<file path="config.mk">
export PLATFORM = sky130hd
export DESIGN_NAME = eth_ipv4_tcp_port_payload_filter
export DESIGN_NICKNAME = d
export VERILOG_FILES = /design/src/rtl/core/eitp_pkg.sv /design/src/rtl/core/eth_ipv4_tcp_port_payload_filter.sv /design/src/rtl/core/eitp_front.sv /design/src/rtl/core/eitp_queue.sv /design/src/rtl/core/eitp_back.sv
export SDC_FILE = /design/constraint.sdc
export NUM_CORES = 1
export LEC_CHECK = 0
export ABC_CLOCK_PERIOD_IN_PS = 4900
export BUFFER_PORTS_ARGS = -buffer_cell sky130_fd_sc_hd__buf_2
export CAP_MARGIN = 5
export CORE_UTILIZATION = 25
export CTS_BUF_LIST = sky130_fd_sc_hd__clkbuf_2
export DETAILED_ROUTE_END_ITERATION = 10
export HOLD_SLACK_MARGIN = 0.15
export PLACE_DENSITY = 0.48
export SETUP_SLACK_MARGIN = 0.2
export SLEW_MARGIN = 20
export SYNTH_ARGS = -nofsm -noshare
export SYNTH_HDL_FRONTEND = slang
export SYNTH_SLANG_ARGS = --single-unit
</file>
<file path="constraint.sdc">
create_clock -name clk -period 4.9 [get_ports clk]
set_clock_uncertainty 0.2 [all_clocks]
set_input_delay 0.245 -clock clk [delete_from_list [all_inputs] [get_ports clk]]
set_output_delay 0.245 -clock clk [all_outputs]
set_load 0.01 [all_outputs]
</file>
<file path="src/rtl/core/eitp_pkg.sv">
// Shared types and constants for the Ethernet/IPv4/TCP payload filter.
// No dependencies; imported by every module of the block.
package eitp_pkg;

    localparam int LengthBits   = 16;
    localparam int QueueDepth   = 4;
    localparam int QueuePtrBits = $clog2(QueueDepth);
    localparam int QueueCntBits = $clog2(QueueDepth + 1);

    localparam logic [16:0] LenMax     = 17'((17'd1 << LengthBits) - 17'd1);
    localparam logic [15:0] EthTypeIpv4 = 16'h0800;
    localparam logic [15:0] EthHdrBytes = 16'd14;
    localparam logic [15:0] MinCapture  = 16'd34;
    localparam logic [3:0]  IpVersion4  = 4'd4;
    localparam logic [3:0]  MinHdrWords = 4'd5;
    localparam logic [7:0]  ProtoTcp    = 8'd6;
    localparam logic [15:0] PortReset   = 16'd102;

    localparam logic [0:0]  AddrMatchPort = 1'b0;

    typedef enum logic [4:0] {
        PH_ETH     = 5'b00001,
        PH_IP      = 5'b00010,
        PH_TCP     = 5'b00100,
        PH_PAYLOAD = 5'b01000,
        PH_DONE    = 5'b10000
    } phase_t;

    typedef struct packed {
        logic [7:0] data;
        logic       last;
    } beat_t;

    typedef struct packed {
        phase_t phase;
        logic   drop;
    } front_status_t;

endpackage

</file>
<file path="src/rtl/core/eth_ipv4_tcp_port_payload_filter.sv">
// Top level of the Ethernet/IPv4/TCP source-port payload filter.
// Depends on eitp_pkg, eitp_front, eitp_queue and eitp_back.
//
//   channel   dir  handshake          contents
//   s_axis    in   tvalid/tready      frame bytes, tlast on the final byte
//   m_axis    out  tvalid/tready      payload bytes, tlast closes a segment
//   apb       in   psel/penable       match_source_port at address 0
//
// One frame byte per cycle; the parser takes a byte every cycle the queue has room.
// A payload byte passes through a queue slot and then the output register on its way to m_axis.
// s_axis_tready drops only while the four-entry queue is full.
// Reset clears the parser, the queue and the output register; the port resets to 102.
module eth_ipv4_tcp_port_payload_filter (
    input  logic        clk,
    input  logic        rst_n,
    input  logic        s_axis_tvalid,
    output logic        s_axis_tready,
    input  logic [23:0] s_axis_tdata,   // [7:0] frame_byte, [23:8] capture_length
    input  logic        s_axis_tlast,
    output logic        m_axis_tvalid,
    input  logic        m_axis_tready,
    output logic [7:0]  m_axis_tdata,   // [7:0] payload_byte
    output logic        m_axis_tlast,
    input  logic        psel,
    input  logic        penable,
    input  logic        pwrite,
    input  logic [0:0]  paddr,
    input  logic [31:0] pwdata,
    output logic [31:0] prdata,
    output logic        pready
);
    import eitp_pkg::*;

    logic                    accept;
    logic                    full;
    logic                    push_valid;
    beat_t                   push_beat;
    front_status_t           status;
    logic                    head_valid;
    beat_t                   head_beat;
    logic                    pop;
    logic [QueueCntBits-1:0] level;
    logic [15:0]             match_reg;

    assign pready        = 1'b1;
    assign s_axis_tready = !full;
    assign accept        = s_axis_tvalid && s_axis_tready;
    assign prdata        = (paddr == AddrMatchPort) ? {16'b0, match_reg} : 32'b0;

    always_ff @(posedge clk or negedge rst_n)
    begin
        if (!rst_n)
            match_reg <= PortReset;
        else if (psel && penable && pwrite && pready && paddr == AddrMatchPort)
            match_reg <= pwdata[15:0];
    end

    eitp_front u_front (
        .clk               (clk),
        .rst_n             (rst_n),
        .accept            (accept),
        .frame_byte        (s_axis_tdata[7:0]),
        .frame_last        (s_axis_tlast),
        .capture_length    (s_axis_tdata[23:8]),
        .match_source_port (match_reg),
        .push_valid        (push_valid),
        .push_beat         (push_beat),
        .status            (status)
    );

    eitp_queue u_queue (
        .clk        (clk),
        .rst_n      (rst_n),
        .push       (push_valid),
        .push_beat  (push_beat),
        .pop        (pop),
        .head_valid (head_valid),
        .head_beat  (head_beat),
        .full       (full),
        .level      (level)
    );

    eitp_back u_back (
        .clk           (clk),
        .rst_n         (rst_n),
        .head_valid    (head_valid),
        .head_beat     (head_beat),
        .pop           (pop),
        .m_axis_tvalid (m_axis_tvalid),
        .m_axis_tready (m_axis_tready),
        .m_axis_tdata  (m_axis_tdata),
        .m_axis_tlast  (m_axis_tlast)
    );

`ifndef NO_ASSERTIONS
    a_push_on_accept: assert property (@(posedge clk) disable iff (!rst_n)
        push_valid |-> accept)
        else $error("payload beat pushed without an accepted frame beat");

    a_level_bound: assert property (@(posedge clk) disable iff (!rst_n)
        level <= QueueCntBits'(QueueDepth))
        else $error("queue level beyond depth");

    a_frame_clear: assert property (@(posedge clk) disable iff (!rst_n)
        accept && s_axis_tlast |=> status.phase == PH_ETH && !status.drop)
        else $error("parser not cleared after last frame beat");

    a_payload_only: assert property (@(posedge clk) disable iff (!rst_n)
        push_valid |-> status.phase == PH_PAYLOAD && !status.drop)
        else $error("beat pushed outside payload phase");
`endif

endmodule

</file>
<file path="src/rtl/core/eitp_front.sv">
// Front end: header parser and classifier, one frame byte per beat.
// Depends on eitp_pkg; pushes payload beats into eitp_queue.
module eitp_front (
    input  logic                   clk,
    input  logic                   rst_n,
    input  logic                   accept,
    input  logic [7:0]             frame_byte,
    input  logic                   frame_last,
    input  logic [15:0]            capture_length,
    input  logic [15:0]            match_source_port,
    output logic                   push_valid,
    output eitp_pkg::beat_t        push_beat,
    output eitp_pkg::front_status_t status
);
    import eitp_pkg::*;

    phase_t      phase_reg, phase_next;
    logic [15:0] offset_reg, offset_next;
    logic [15:0] ethertype_reg, ethertype_next;
    logic [5:0]  ihb_reg, ihb_next;
    logic [15:0] tl_reg, tl_next;
    logic [7:0]  proto_reg, proto_next;
    logic [5:0]  thb_reg, thb_next;
    logic [15:0] sport_reg, sport_next;
    logic [15:0] left_reg, left_next;
    logic        drop_reg, drop_next;
    logic        emit;

    logic [15:0] rel_ip;
    logic [15:0] rel_tcp;

    assign rel_ip  = offset_reg - EthHdrBytes;
    assign rel_tcp = offset_reg - EthHdrBytes - {10'b0, ihb_reg};

    always_comb
    begin
        logic [15:0] et;
        logic [15:0] tl;
        logic [15:0] avail;
        logic [5:0]  thb;
        logic [15:0] dec;
        phase_next     = phase_reg;
        offset_next    = offset_reg;
        ethertype_next = ethertype_reg;
        ihb_next       = ihb_reg;
        tl_next        = tl_reg;
        proto_next     = proto_reg;
        thb_next       = thb_reg;
        sport_next     = sport_reg;
        left_next      = left_reg;
        drop_next      = drop_reg;
        emit           = 1'b0;
        push_beat.data = frame_byte;
        push_beat.last = 1'b0;
        et    = {ethertype_reg[15:8], frame_byte};
        tl    = {tl_reg[15:8], frame_byte};
        avail = tl_reg - {10'b0, ihb_reg};
        thb   = {frame_byte[7:4], 2'b00};
        dec   = left_reg - 16'd1;
        if (!drop_reg)
        begin
            case (phase_reg)
                PH_ETH:
                begin
                    if (offset_reg == 16'd0 && {1'b0, capture_length} > LenMax)
                        drop_next = 1'b1;
                    if (offset_reg == 16'd12)
                        ethertype_next = {frame_byte, 8'h00};
                    if (offset_reg == 16'd13)
                    begin
                        ethertype_next = et;
                        if (et != EthTypeIpv4 || capture_length < MinCapture)
                            drop_next = 1'b1;
                        else
                            phase_next = PH_IP;
                    end
                end
                PH_IP:
                begin
                    if (rel_ip == 16'd0)
                    begin
                        if (frame_byte[7:4] != IpVersion4 || frame_byte[3:0] < MinHdrWords)
                            drop_next = 1'b1;
                        else
                            ihb_next = {frame_byte[3:0], 2'b00};
                    end
                    else if (rel_ip == 16'd2)
                    begin
                        tl_next = {frame_byte, 8'h00};
                    end
                    else if (rel_ip == 16'd3)
                    begin
                        tl_next = tl;
                        if (capture_length >= EthHdrBytes
                            && ({1'b0, tl} + {1'b0, EthHdrBytes}) > {1'b0, capture_length})
                            drop_next = 1'b1;
                    end
                    else if (rel_ip == 16'd9)
                    begin
                        proto_next = frame_byte;
                        if (frame_byte != ProtoTcp)
                            drop_next = 1'b1;
                    end
                    if (!drop_next && ({1'b0, rel_ip} + 17'd1) == {11'b0, ihb_reg})
                    begin
                        if ({1'b0, tl_reg} < ({11'b0, ihb_reg} + 17'd20))
                            drop_next = 1'b1;
                        else
                            phase_next = PH_TCP;
                    end
                end
                PH_TCP:
                begin
                    if (rel_tcp == 16'd0)
                    begin
                        sport_next = {frame_byte, 8'h00};
                    end
                    else if (rel_tcp == 16'd1)
                    begin
                        sport_next = {sport_reg[15:8], frame_byte};
                    end
                    else if (rel_tcp == 16'd12)
                    begin
                        if (frame_byte[7:4] < MinHdrWords)
                            drop_next = 1'b1;
                        else
                        begin
                            thb_next = thb;
                            if ({10'b0, thb} >= avail)
                                drop_next = 1'b1;
                            else if (sport_reg != match_source_port)
                                drop_next = 1'b1;
                            else
                                left_next = avail - {10'b0, thb};
                        end
                    end
                    if (!drop_next && ({1'b0, rel_tcp} + 17'd1) == {11'b0, thb_reg})
                        phase_next = PH_PAYLOAD;
                end
                PH_PAYLOAD:
                begin
                    left_next      = dec;
                    emit           = 1'b1;
                    push_beat.last = (dec == 16'd0) || frame_last;
                    if (dec == 16'd0)
                        phase_next = PH_DONE;
                end
                default:
                begin
                end
            endcase
        end
        if (frame_last)
        begin
            phase_next     = PH_ETH;
            offset_next    = 16'd0;
            ethertype_next = 16'd0;
            ihb_next       = 6'd0;
            tl_next        = 16'd0;
            proto_next     = 8'd0;
            thb_next       = 6'd0;
            sport_next     = 16'd0;
            left_next      = 16'd0;
            drop_next      = 1'b0;
        end
        else if (offset_reg < LenMax[15:0])
        begin
            offset_next = offset_reg + 16'd1;
        end
    end

    assign push_valid    = accept && emit;
    assign status.phase  = phase_reg;
    assign status.drop   = drop_reg;

    always_ff @(posedge clk or negedge rst_n)
    begin
        if (!rst_n)
        begin
            phase_reg     <= PH_ETH;
            offset_reg    <= 16'd0;
            ethertype_reg <= 16'd0;
            ihb_reg       <= 6'd0;
            tl_reg        <= 16'd0;
            proto_reg     <= 8'd0;
            thb_reg       <= 6'd0;
            sport_reg     <= 16'd0;
            left_reg      <= 16'd0;
            drop_reg      <= 1'b0;
        end
        else if (accept)
        begin
            phase_reg     <= phase_next;
            offset_reg    <= offset_next;
            ethertype_reg <= ethertype_next;
            ihb_reg       <= ihb_next;
            tl_reg        <= tl_next;
            proto_reg     <= proto_next;
            thb_reg       <= thb_next;
            sport_reg     <= sport_next;
            left_reg      <= left_next;
            drop_reg      <= drop_next;
        end
    end

endmodule

</file>
<file path="src/rtl/core/eitp_queue.sv">
// Short payload beat queue between parser and output stage.
// Depends on eitp_pkg for depth and beat type.
module eitp_queue (
    input  logic                              clk,
    input  logic                              rst_n,
    input  logic                              push,
    input  eitp_pkg::beat_t                   push_beat,
    input  logic                              pop,
    output logic                              head_valid,
    output eitp_pkg::beat_t                   head_beat,
    output logic                              full,
    output logic [eitp_pkg::QueueCntBits-1:0] level
);
    import eitp_pkg::*;

    beat_t                   slot_reg [QueueDepth];
    logic [QueuePtrBits-1:0] wr_ptr_reg;
    logic [QueuePtrBits-1:0] rd_ptr_reg;
    logic [QueueCntBits-1:0] count_reg, count_next;

    assign head_valid = count_reg != '0;
    assign head_beat  = slot_reg[rd_ptr_reg];
    assign full       = count_reg == QueueCntBits'(QueueDepth);
    assign level      = count_reg;

    always_comb
    begin
        count_next = count_reg;
        if (push && !pop)
            count_next = count_reg + QueueCntBits'(1);
        else if (pop && !push)
            count_next = count_reg - QueueCntBits'(1);
    end

    always_ff @(posedge clk)
    begin
        if (push)
            slot_reg[wr_ptr_reg] <= push_beat;
    end

    always_ff @(posedge clk or negedge rst_n)
    begin
        if (!rst_n)
        begin
            wr_ptr_reg <= '0;
            rd_ptr_reg <= '0;
            count_reg  <= '0;
        end
        else
        begin
            if (push)
                wr_ptr_reg <= wr_ptr_reg + QueuePtrBits'(1);
            if (pop)
                rd_ptr_reg <= rd_ptr_reg + QueuePtrBits'(1);
            count_reg <= count_next;
        end
    end

endmodule

</file>
<file path="src/rtl/core/eitp_back.sv">
// Back end: output register that drives the master stream.
// Depends on eitp_pkg; drains eitp_queue.
module eitp_back (
    input  logic            clk,
    input  logic            rst_n,
    input  logic            head_valid,
    input  eitp_pkg::beat_t head_beat,
    output logic            pop,
    output logic            m_axis_tvalid,
    input  logic            m_axis_tready,
    output logic [7:0]      m_axis_tdata,
    output logic            m_axis_tlast
);
    import eitp_pkg::*;

    logic  valid_reg;
    beat_t beat_reg;

    assign pop           = head_valid && (!valid_reg || m_axis_tready);
    assign m_axis_tvalid = valid_reg;
    assign m_axis_tdata  = beat_reg.data;
    assign m_axis_tlast  = beat_reg.last;

    always_ff @(posedge clk or negedge rst_n)
    begin
        if (!rst_n)
            valid_reg <= 1'b0;
        else if (!valid_reg || m_axis_tready)
            valid_reg <= head_valid;
    end

    always_ff @(posedge clk)
    begin
        if (pop)
            beat_reg <= head_beat;
    end

endmodule
</file>
# [Word-level counts from Yosys, hierarchy flattened]
# Memories as Yosys holds them, arrays and structs flattened. A register that Yosys moved wholly into a read port is not among the register bits.
# Index checks and enable logic that the tools add are counted.
[word_totals] regBits=114 elab_cells=207 n_memories=1 input_bits=65 mem_bits_rw=36
[classes] n_addsub=14 mux=81 reduce_logical=49 bitwise=1 n_eq_ne=37 order_cmp=8
[memory_table] memory="u_queue.slot_reg" depth=4 width=9 rd=1 rd_ports_with_merged_regs=1 wr=1 line="eitp_queue.sv:16" rtl="beat_t slot_reg [QueueDepth];"
[op_table] cell="$mux W16" n=25
[op_table] cell="$mux W6" n=12
[op_table] cell="$eq A16 B4 Y1 const B" n=4
[op_table] cell="$logic_not A16 Y1" n=3
[op_table] cell="$sub A16 B6 Y16" n=3
[op_table] cell="$mux W5" n=8
[op_table] cell="$add A16 B1 Y17 const B" n=2
[op_table] cell="$eq A17 B6 Y1" n=2
[op_table] cell="$eq A16 B2 Y1 const B" n=2
[op_table] cell="$pmux W16 S2" n=1
[op_table] cell="$mux W1" n=29
[op_table] cell="$ne A3 B3 Y1 const B" n=7
[op_table] cell="$pmux W5 S4" n=1
[op_table] cell="$reduce_and A5 Y1" n=4
[op_table] cell="$reduce_bool A2 Y1" n=10
[op_table] cell="$reduce_and A9 Y1" n=2
[op_table] cell="$add A16 B4 Y17 const B" n=1
[op_table] cell="$gt A17 B16 Y1" n=1
[op_table] cell="$lt A16 B17 Y1" n=1
[op_table] cell="$add A16 B1 Y16 const B" n=1
[op_table] cell="$eq A16 B1 Y1 const B" n=1
[op_table] cell="$ge A16 B4 Y1 const B" n=1
[op_table] cell="$ge A6 B16 Y1" n=1
[op_table] cell="$lt A16 B16 Y1 const B" n=1
[op_table] cell="31 further kinds" n=67

# [Logic depth before layout (Yosys ltp)]
# Gate-level depths: netlist (run 1).
[depth] depth_word=15 depth_mapped=18

# [By module]
# From an unflattened synthesis (run 1), not the netlist that was laid out.
[hier_totals] cells_unflattened=1178 hier_area_um2=11054.4
[modules_own_cells] mod="eitp_front" n_inst=1 seq_area_each_um2=2153.3 cells_each=1012 area_each_um2=8130.3
[modules_own_cells] mod="eitp_queue" n_inst=1 seq_area_each_um2=1256.2 cells_each=81 area_each_um2=1695.4
[modules_own_cells] mod="eth_ipv4_tcp_port_payload_filter" n_inst=1 seq_area_each_um2=405.4 cells_each=72 area_each_um2=914.6
[modules_own_cells] mod="eitp_back" n_inst=1 seq_area_each_um2=295.3 cells_each=13 area_each_um2=314.1

# [Least setup slack after synthesis (run 1)]
# No wires, ideal clock.
[synth_timing] path_type="flip-flop to flip-flop" from="register u_front.offset_reg[1]" to="register u_front.thb_reg[2]" stages_incl_launch_ff=17 required_time_ns=4.575 slack_ns=-0.082 synth_period_minus_slack_ns=4.982 t_arrival_ns=4.658 path_cell_list="dfrtp_1 ha_1 buf_6 xnor2_1 inv_1 ha_1 nor2b_1 o31ai_1 xor2_1 o21ai_0 o41a_1 o21a_1 or4_1 buf_2 or2_4 a21oi_4 mux2_2"
[synth_between] elab_chain_cells=5 word_cells_on_any_way=9
[synth_rtl] element="from (decl)" line="eitp_front.sv:18" rtl="logic [15:0] offset_reg, offset_next;"
[synth_rtl] element="from (signal assigned)" line="eitp_front.sv:194" rtl="offset_reg <= offset_next;"
[synth_rtl] element="$sub A16 B4 Y16 (*)" line="eitp_front.sv:33" rtl="assign rel_tcp = offset_reg - EthHdrBytes - {10'b0, ihb_reg};"
[synth_rtl] element="$sub A16 B6 Y16 (*)" line="eitp_front.sv:33"
[synth_rtl] element="$eq A16 B1 Y1 (tied with other cells)" line="eitp_front.sv:118" rtl="else if (rel_tcp == 16'd1)"
[synth_rtl] element="$ne A2 B2 Y1 (no line) or $reduce_bool A2 Y1 (tied branches)"
[synth_rtl] element="$reduce_and A7 Y1 (no line) (*)"
[synth_rtl] element="to (signal assigned)" line="eitp_front.sv:199" rtl="thb_reg <= thb_next;"
[synth_rtl] element="to (decl)" line="eitp_front.sv:23" rtl="logic [5:0] thb_reg, thb_next;"
# Every way passes the cells marked *; elsewhere a longest branch is shown, timed or not.
# A chain may end at the register's enable or synchronous reset.

# [Worst setup path after layout (run 1)]
[layout_timing] from="register u_front.offset_reg[2]" to="register u_front.thb_reg[3]"
# Same word-level chain as after synthesis.

==> impl_results.md, run 1 <==
- Pwr dens: around 420 nW/um^2
- Worst R2R End: u_front.thb_reg[3]
- WP data required: between 5 and 6 ns
- Avg Vias per Cell: 4.902
- Largest fanout on the critical path: 6
- DP Wirelength: 24460 microns
- Total Wirelength: about 33000 microns
- Worst hold start: pwrite
- I/O pin total: roughly 110
- Sw Pwr: approximately 2.5 mW
- Area Growth Syn to Fin: 20.14%
- Cell Rows: 76
- Async S/R FF share, synth: 0.7097
- Post-synthesis sequential area ratio: 0.3706
- Number of global-route vias before repair: between 9000 and 10000
- Number of flip-flops under the largest register name: 36
- Hold worst-path end: match_reg[14]
- Hold Vio Cnt, Final: 0
- WHS Path Cells: 3
- Starting Density: 0.2552
- Worst reg-to-reg setup slack: approximately 0.32 ns
- Worst Path Arrival: between 5 and 6 ns
- Pre-CTS WS: around 0.26 ns
- DR iter-0 viols: between 600 and 700
- Power share of the clock group: 0.149
- Die height: around 210 microns
- Slew Limit Fails: 0
- Clk sinks: between 150 and 200
- Via Count: 9599
- Ys flop type: dfrtp_1
- Worst path max stage delay: 0.59 ns
- Fmax: between 0.2 and 0.25 GHz
- Overflow after GRT: 0
- TritonCTS Buffers: 17
- Final Worst Setup Slack: between 0.3 and 0.4 ns
- Leak Pwr: between 5 and 6 nW
- Placer Congestion: between 0.8 and 0.9
- Slew headroom: 0.2821
- Total track usage: 0.1491
- Power share of the sequential group: 0.318
- Netlist cell types: between 80 and 90
- H-tree depth: 4
- Combinational group share of total power: 0.532
- Post-Synthesis Cells: ~1200
- Worst r2r path cells: 14
- CP Cell Sequence: buf_4 -> ha_1 -> ha_1 -> inv_1 -> fa_1 -> nand3b_1 -> or2_2 -> o21ai_0 -> o41a_1 -> o21a_1 -> or4_4 -> or2_4 -> a21oi_4 -> mux2_2
- Worst flop-to-flop path startpoint: u_front.offset_reg[2]
- Final Cycle Share: 0.9355
- Antenna violations before repair: 1
- Net switching fraction of the power: 0.4517
- Mapped Area: 11090 sq um
- Share of cells above drive strength 1: 0.1793
- Length of the first detailed-routing pass in iterations: 5
- Nets: between 1000 and 1500
- Mean area per synthesized cell: 9.121 sq um
- DRC errors left: 0
- Routed Antenna Nets: 0
- Final setup TNS: 0 ns
- Wire per inst: ~17 microns
- Core area: 43460 sq um
- VDD IR max: 0.2682 mV
- Status: finished clean
- Crit end category: flip-flop
- HP Class: in -> reg
- Largest net degree at the start of global routing: between 60 and 70
- RSZ-0062 raised after global routing: no
- FF+latch count, synth: ~160
- Clock Path Buffers: 2
- Final setup fails: 0
- Number of port buffers: 75
- Post-route minimum period: roughly 4.6 ns
- Post-synth EDFFs: 45
- Max-cap violations: 0
- Synth warn: 0
- Slew @ Worst Pin: around 1.1 ns
- Area of the die: 45210 sq um
- Clock slew at reported path FFs: between 0.3 and 0.4 ns
- WS Path Type: reg -> reg
- Internal: just over 3 mW
- Slowest-stage cell, CP: or4_4
- CP Launch Type: flip-flop
- Clk Tree Root Cell: clkbuf_2
- First-pass GRT wire length: about 52000 microns
- Most frequent CP cell: ha_1
- Die W: about 210 microns
- Clock Latency Late Sink: approximately 0.8 ns
- CTS tree: yes
## final cells by class
cell class	instances	area, sq um
Inverter	65	244.0
Clock inverter	15	209.0
Multi-Input combinational cell	939	6591
Timing Repair Buffer	181	1349
Antenna cell	1	2.502
Clock buffer	17	85.08
Sequential cell	155	4111
Fill cell	4575	30130
Tap cell	585	732.0
## cells by family after synthesis
kind of cell	share of synthesized area
simple gates	0.2102
mux	0.06013
flops	0.3706
buf+inv	0.05415
compound gates	0.1543
fa+ha+maj	0.06250
other cells	0.0006771
xor+xnor	0.08743
## critical path: cells and delay by family, from the launching register on
| kind | cells | cell delay, ns |
|---|---|---|
| and+or+nand+nor | 4 | 1.24 |
| muxes | 1 | 0.36 |
| adders and majority gates | 3 | 0.99 |
| buffers and inverters | 2 | 0.23 |
| DFF | 1 | 0.50 |
| AOI/OAI and AO/OA | 4 | 0.98 |
## cells in the mapped netlist (all sizes together), types with 20 or more instances
cell,number,share of area
nand3,48,0.022
edfxtp,45,0.12
nor3,37,0.017
ha,49,0.055
nand2,92,0.031
o21ai,94,0.043
buf,34,0.019
nor2,109,0.037
mux2,35,0.036
nor2b,25,0.014
inv,65,0.022
xor2,41,0.033
clkbuf,38,0.013
xnor2,68,0.054
nor4,25,0.017
nand2b,20,0.011
a21oi,41,0.020
dfrtp,105,0.24
nand4,32,0.018
## metrics by stage
step           instance area (sq um)  hold WS, ns  utilization  instances  total power, mW
2_1_floorplan                  11180      -0.2506            -       1231            3.839
3_3_place_gp                   12240       0.2418       0.2818       1859            4.629
3_5_place_dp                   12250       0.2483       0.2818       1859            4.672
4_1_cts                        13140       0.1508       0.3023       1949            5.571
5_1_grt                        13320       0.1608       0.3066       1958            6.093
6_report                       13320       0.2188       0.3066       1958            5.598
## layer usage
metal / GRT usage / share of wire / routed length [microns] / vias up
met5: 0 / 0 / 0 / -
met4: 0.04068 / 0.020 / 671 / 0
li1: - / - / - / 4669
met1: 0.1994 / 0.46 / 15320 / 4701
met3: 0.02349 / 0.036 / 1179 / 28
met2: 0.2479 / 0.48 / 15880 / 201
## repair_timing
item	4_1_cts	5_1_grt
endpoints found under the setup margin	0	36
buffers inserted	0	6
endpoints found under the hold margin	199	5
hold buffers	58	2
resized for setup	0	25
## worst max-delay path by stage
| stage | endpoint | from | slack, ns |
|---|---|---|---|
| 6_report | u_front.thb_reg[3] | u_front.offset_reg[2] | 0.32 |
| 5_1_grt | u_front.thb_reg[5] | u_front.offset_reg[2] | 0.17 |
| 3_3_place_gp | u_front.thb_reg[4] | u_front.offset_reg[1] | 0.30 |
| 3_5_place_dp | u_front.left_reg[13] | u_front.offset_reg[1] | 0.26 |
| 2_1_floorplan | u_front.thb_reg[2] | u_front.offset_reg[1] | 0.21 |
| 4_1_cts | u_front.thb_reg[3] | u_front.offset_reg[1] | 0.25 |
## power by group through the flow
| stage | combinational, mW | clock, mW | sequential [mW] |
|---|---|---|---|
| final | 2.98 | 0.835 | 1.78 |
| after global placement | 2.83 | 0 | 1.80 |
| after global routing | 3.35 | 0.925 | 1.82 |
| after detailed placement | 2.87 | 0 | 1.81 |
| after CTS | 2.92 | 0.870 | 1.78 |
| after floorplan | 2.11 | 0 | 1.73 |
## cell usage in the layout (no fill, tap or decap), types with 11 or more instances in the layout
master           n
dfrtp_1        104
a21oi_1         37
o22ai_1         11
conb_1          17
buf_4           45
ha_1            46
nor2_1         107
nor2b_1         25
inv_1           63
xnor2_1         65
mux2_2          34
buf_2           74
edfxtp_1        45
nand3_1         47
o21ai_0         89
and2_1          11
nand2b_1        20
dlygate4sd3_1   59
clkbuf_2        17
nand2_1         91
nor3_1          35
nand4_1         32
xor2_1          39
nor4_1          20
Power figures use the tool's default switching activity.
==> inputs of run 2 (changes only) <==
Settings changed: PLACE_DENSITY 0.48 to 0.4, SETUP_SLACK_MARGIN 0.2 to default.
==> run 2 against run 1 <==
Compared with the run above: utilization decreased by 0.18 points; non-clock buffer count increased by 14; largest power group unchanged; highest routed layer unchanged; die area unchanged; worst hold slack improved by 0.044 ns; routed wire length increased by 8.2%; via count increased by 0.11%; critical endpoint is now u_front.sport_reg[12].
==> impl_results.md, run 2 (same netlist as run 1, synthesis figures left out) <==
- Clock Latency Late Sink: 0.86 ns (+0.06 ns)
- Worst R2R End: u_front.sport_reg[12]
- Die height: 212.6 microns (unchanged)
- Clock slew at reported path FFs: 0.26 ns (-0.06 ns)
- Fin area: 13250 sq um (-0.57%)
- Hold worst-path end: u_queue.slot_reg[2][2]
- Area of the die: 45210 sq um (unchanged)
- Worst flop-to-flop path startpoint: u_front.offset_reg[2]
- Slew Limit Fails: 0 (unchanged)
- Via Count: 9610 (+0.11%)
- Starting Density: 0.2552 (unchanged)
- H-tree depth: 4 (unchanged)
- Final setup TNS: 0 ns (unchanged)
- Final Util: 0.3048 (-0.001756)
- Fmax: 0.2161 GHz (-0.95%)
- Die W: 212.6 microns (unchanged)
- Pwr dens: 412.7 nW/um^2 (-1.8%)
- Placed cell count: 1866 (+0.38%)
- Storage element area: 4111 sq um (unchanged)
- VDD IR max: 0.1966 mV (-27%)
- Max-cap violations: 0 (unchanged)
- Final Worst Setup Slack: 0.2721 ns (-0.04406 ns)
- Largest fanout on the critical path: 9 (+3)
- Clk Tree Root Cell: clkbuf_2
- WS Path Type: reg -> reg
- Post-route minimum period: 4.628 ns (+0.04406 ns)
- Routed Antenna Nets: 0 (unchanged)
- WP data required: 5.43 ns (+0.06 ns)
- Antenna violations before repair: 1 (unchanged)
- First-pass GRT wire length: 56260 microns (+7.2%)
- Wire per inst: 18.13 microns (+7.4%)
- Total Wirelength: 35750 microns (+8.2%)
- WHS Path Cells: 3 (unchanged)
- I/O pin total: 109 (unchanged)
- Final setup fails: 0 (unchanged)
- CP Launch Type: flip-flop
- Most frequent cells in the layout: 109 x nor2_1, 104 x dfrtp_1, 91 x nand2_1
- CTS tree: yes
- DP Wirelength: 26210 microns (+7.2%)
- Pre-CTS WS: 0.1084 ns (-0.1548 ns)
- Number of port buffers: 75 (unchanged)
- RSZ-0062 raised after global routing: no
- Crit end category: flip-flop
- Leading cell type in the layout, fill and taps excluded: nor2_1
- DR iter-0 viols: 567 (-18%)
- Number of global-route vias before repair: 9684 (+2.9%)
- Length of the first detailed-routing pass in iterations: 5 (unchanged)
- Area Growth Syn to Fin: 19.45%
- Nets: 1491 (+0.95%)
- Leak Pwr: 5.477 nW (+0.41%)
- Fillers: 4657 (+1.8%)
- Worst reg-to-reg setup slack: 0.27 ns (-0.04 ns)
- Total track usage: 0.1634 (+0.01430)
- Worst hold start: s_axis_tdata[1]
- Worst Path Arrival: 5.16 ns (+0.10 ns)
- Status: finished clean
- Worst r2r path cells: 13 (-1)
- Final Cycle Share: 0.9445 (+0.008992)
- Avg Vias per Cell: 4.873 (-0.60%)
- Number of flip-flops under the largest register name: 36 (unchanged)
- HP Class: in -> reg
- Cell Rows: 76 (unchanged)
- TritonCTS Buffers: 17 (unchanged)
- Overflow after GRT: 0 (unchanged)
- Area of the multi-input gates: 6479 sq um (-1.7%)
- WHS: 0.2625 ns (+0.04368 ns)
- Clk sinks: 155 (unchanged)
- Placer Congestion: 0.8311 (-3.3%)
- Slew headroom: 0.1943 (-0.08780)
- DP Area: 12280 sq um (+0.28%)
- Total power: 5.468 mW (-2.3%)
- Hold Vio Cnt, Final: 0 (unchanged)
- Share of cells above drive strength 1: 0.1674 (-0.01191)
- Layout Cells excl Fill: 1972 (+0.72%)
- Clock Path Buffers: 2 (unchanged)
- Core area: 43460 sq um (unchanged)
- Slew @ Worst Pin: 1.196 ns (+0.1303 ns)
- DRC errors left: 0 (unchanged)
- Largest net degree at the start of global routing: 45 (-33%)
## run 2: cell types whose count changed in the layout (fill, tap and decap cells not counted), sizes merged
| cell | before | now |
|---|---|---|
| clkbuf | 17 | 18 |
| inv | 74 | 73 |
| buf | 122 | 124 |
| clkinv | 6 | 4 |
| clkinvlp | 0 | 2 |
| dlygate4sd3 | 59 | 71 |
## run 2: repair_timing
item                                    in CTS  in global routing
buffers inserted                             0                  1
gates resized for setup                      0                  4
endpoints found under the setup margin       0                 28
endpoints found under the hold margin      226                  0
hold buffers                                72                  0
## run 2: how the worst max path moves through the flow
stage | start | end | cells past startpoint
3_3_place_gp | u_front.offset_reg[2] | u_front.left_reg[10] | 14
5_1_grt | u_front.offset_reg[2] | u_front.sport_reg[12] | 14
2_1_floorplan | u_front.offset_reg[1] | u_front.thb_reg[2] | 16
6_report | u_front.offset_reg[2] | u_front.sport_reg[12] | 13
4_1_cts | u_front.offset_reg[2] | u_front.left_reg[3] | 14
3_5_place_dp | u_front.offset_reg[2] | u_front.left_reg[10] | 13
## run 2: cell type report
| cell class | count | share of cell area |
|---|---|---|
| multi-input combinational | 939 | 0.4890 |
| sequential | 155 | 0.3104 |
| tap | 585 | 0.05525 |
| clock buffer | 18 | 0.006800 |
| clock inverter | 14 | 0.008500 |
| timing repair buffer | 195 | 0.1114 |
| antenna | 1 | 0.0001889 |
| inverter | 65 | 0.01842 |
## run 2: layer usage
| layer | vias up | global-route usage | part of all wire |
|---|---|---|---|
| li1 | 4697 | - | - |
| met1 | 4734 | 0.2165 | 0.47 |
| met2 | 145 | 0.2739 | 0.48 |
| met3 | 34 | 0.02349 | 0.027 |
| met4 | 0 | 0.04862 | 0.021 |
| met5 | - | 0 | 0 |
## run 2: where the power goes
| part | internal [mW] | total (mW) | switching, mW | leakage [nW] |
|---|---|---|---|---|
| Clock | 0.150 | 0.715 | 0.565 | 0.132 |
| Combinational | 1.29 | 2.97 | 1.68 | 3.53 |
| Sequential | 1.55 | 1.78 | 0.235 | 1.82 |
| Total | 2.99 | 5.47 | 2.48 | 5.48 |
## run 2: worst max-delay path, cell delays in order (launching register included)
cell and delay [ns]:
dfrtp_2 0.51, ha_1 0.25, a21oi_1 0.19, xnor2_1 0.21, inv_1 0.14, ha_1 0.38, o311a_1 0.19, nor4_4 0.36
nand4b_1 0.16, a2111o_1 0.52, or2_1 0.28, or3_1 0.54, a21o_1 0.34, a22o_1 0.27
==> inputs of run 3 (changes only) <==
Settings changed: ABC_CLOCK_PERIOD_IN_PS 4900 to 5200, PLACE_DENSITY 0.4 to 0.38.
Clock period 4.9 ns to 5.2 ns, I/O delays scaled along.
==> run 3 against run 2 <==
Compared with the run above: final cell count fell by 0.41%; sequential power shrank 6%; critical path depth up 1; final area shrank 0.22%; global-route usage hardly changed; die area is the same; total power down 3.5%; sequential share of layout area is 0.058 points higher; maximum frequency fell by 4.0%.
==> impl_results.md, run 3 (same netlist as run 1, synthesis figures left out) <==
- Starting Density: 0.2552 (unchanged)
- Clock Latency Late Sink: 0.89 ns (+0.03 ns)
- Area of the die: 45210 sq um (unchanged)
- Largest delay contributor family on the critical path: compound AO/OA/AOI/OAI gates
- Max-cap violations: 0 (unchanged)
- Slew Limit Fails: 0 (unchanged)
- Fillers: 4662 (+0.11%)
- Combinational group share of total power: 0.526 (-0.017)
- Worst Path Arrival: 5.42 ns (+0.26 ns)
- TritonCTS Buffers: 17 (unchanged)
- H-tree depth: 4 (unchanged)
- Fin area: 13220 sq um (-0.22%)
- Share of cells above drive strength 1: 0.1548 (-0.01259)
- Status: finished clean
- Overflow after GRT: 0 (unchanged)
- Net switching fraction of the power: 0.4403 (-0.01250)
- Cell Rows: 76 (unchanged)
- Number of flip-flops under the largest register name: 36 (unchanged)
- Slew headroom: 0.3974 (+0.2031)
- Avg Vias per Cell: 4.925 (+1.1%)
- Hold Vio Cnt, Final: 0 (unchanged)
- Area Growth Syn to Fin: 19.19%
- DR iter-0 viols: 707 (+25%)
- WP data required: 5.80 ns (+0.37 ns)
- VDD IR max: 0.1724 mV (-12%)
- First-pass GRT wire length: 55700 microns (-0.98%)
- Storage element area: 4110 sq um (about the same)
- Clock Path Buffers: 2 (unchanged)
- Number of global-route vias before repair: 9539 (-1.5%)
- Worst path max stage delay: 0.68 ns (+0.14 ns)
- Leading cell type in the layout, fill and taps excluded: nor2_1
- Final setup fails: 0 (unchanged)
- Leak Pwr: 5.448 nW (-0.52%)
- Fmax: 0.2074 GHz (-4.0%)
- Pwr dens: 399.0 nW/um^2 (-3.3%)
- Area of the multi-input gates: 6452 sq um (-0.41%)
- Length of the first detailed-routing pass in iterations: 5 (unchanged)
- HP Class: in -> reg
- CP Launch Type: flip-flop
- Placer Congestion: 0.8370 (+0.71%)
- DP Wirelength: 26410 microns (+0.76%)
- CTS tree: yes
- Antenna violations before repair: 1 (unchanged)
- DP Area: 12180 sq um (-0.79%)
- Sw Pwr: 2.322 mW (-6.2%)
- I/O pin total: 109 (unchanged)
- Nets: 1481 (-0.67%)
- Crit path buf inv count: 1 (unchanged)
- Internal: 2.952 mW (-1.3%)
- RSZ-0062 raised after global routing: no
- Core area: 43460 sq um (unchanged)
- Final Cycle Share: 0.9272 (-0.01722)
- WS Path Type: reg -> reg
- Clk Tree Root Cell: clkbuf_2
- Clk sinks: 155 (unchanged)
- Final Util: 0.3042 (-0.0006630)
- Final setup TNS: 0 ns (unchanged)
- Routed Antenna Nets: 0 (unchanged)
- Post-route minimum period: 4.822 ns (+0.1938 ns)
- Total track usage: 0.1632 (-0.0001799)
- Post-CTS Setup Inserts: 0 (unchanged)
- Largest fanout on the critical path: 13 (+4)
- Power share of the clock group: 0.157 (+0.026)
- Via Count: 9673 (+0.66%)
- Most frequent cells in the layout: 109 x nor2_1, 105 x dfrtp_1, 92 x nand2_1
- Slowest-stage cell, CP: or4_1
- Largest net degree at the start of global routing: 54 (+20%)
- Total Wirelength: 35980 microns (+0.63%)
- Slew @ Worst Pin: 0.8992 ns (-0.2967 ns)
- WHS: 0.2235 ns (-0.03901 ns)
- CP Cell Sequence: ha_1 -> xnor2_1 -> inv_1 -> ha_1 -> nor2b_1 -> o31ai_1 -> xor2_1 -> o21ai_0 -> o41a_1 -> o21a_1 -> or4_1 -> o21ai_2 -> nand2_1 -> o21ai_0
- Power share of the sequential group: 0.318 (-0.008)
- DRC errors left: 0 (unchanged)
- Clock slew at reported path FFs: 0.27 ns (about the same)
- Crit end category: flip-flop
- Die W: 212.6 microns (unchanged)
- Number of port buffers: 75 (unchanged)
- Die height: 212.6 microns (unchanged)
- Wire per inst: 18.32 microns (+1.0%)
==> run 3: changes by cell type in the layout (fill, tap and decap cells not counted), moves of 2 or more <==
cell	previous run	this run
dlygate4sd3_1	71	73
xnor2_1	65	67
buf_4	49	37
xnor2_2	3	1
diode_2	1	3
bufinv_16	0	3
==> run 3: final timing paths <==
check	start	endpoint	slack, ns	depth (start not counted)
worst max-delay path	u_front.offset_reg[1]	u_front.left_reg[6]	0.38	14
worst min-delay path	pwrite	match_reg[11]	0.22	3
worst max register to register	u_front.offset_reg[1]	u_front.left_reg[6]	0.38	14
worst min register to register	u_queue.level[2]	u_queue.level[2]	0.33	1
max in group asynchronous	rst_n	u_front.sport_reg[0]	3.22	5
min in group asynchronous	rst_n	u_front.offset_reg[7]	0.73	5
==> run 3: what timing repair did <==
action	4_1_cts	5_1_grt
endpoints found under the hold margin	237	0
gates resized for setup	0	0
hold buffers	74	0
setup endpoints to repair	0	0
==> run 3: per-stage QoR <==
stage                     setup WS [ns]  total power [mW]  std cells
after detailed placement         0.3646             4.422       1855
after CTS                        0.3230             5.342       1961
after global routing            0.05443             5.738       1963
after floorplan                  0.2177             3.601       1231
final                            0.3783             5.274       1964
after global placement           0.4291             4.413       1855
==> run 3: routing by layer <==
layer / global-route usage / part of all wire / wire length [microns]
met2: 0.2710 / 0.48 / 17300
met4: 0.05011 / 0.023 / 843
met5: 0 / 0 / 0
met3: 0.02629 / 0.029 / 1037
met1: 0.2160 / 0.47 / 16790
==> run 3: power by group through the flow <==
stage / clock (mW) / sequential (mW) / combinational [mW]
6_report: 0.826 / 1.68 / 2.77
5_1_grt: 0.904 / 1.72 / 3.12
3_3_place_gp: 0 / 1.70 / 2.71
4_1_cts: 0.859 / 1.68 / 2.80
2_1_floorplan: 0 / 1.63 / 1.97
3_5_place_dp: 0 / 1.70 / 2.72
==> run 3: area by class of cell <==
class / count / share of cell area
diodes: 3 / 0.0005679
clock buffers: 18 / 0.006815
clock inverters: 14 / 0.01391
inverters: 65 / 0.01846
multi-input cells: 939 / 0.4881
flip-flops and latches: 155 / 0.3109
well taps: 585 / 0.05537
repair buffers: 185 / 0.1058
==> run 3: worst reg2reg max path, delay by kind of cell, from the launching register on <==
family                   cells  cell delay (ns)
AND/OR/NAND/NOR              3             1.16
AO/OA/AOI/OAI                6             1.74
XOR/XNOR                     2             0.45
adder cells (fa/ha/maj)      2             0.62
flip-flops                   1             0.47
buffers and inverters        1             0.15
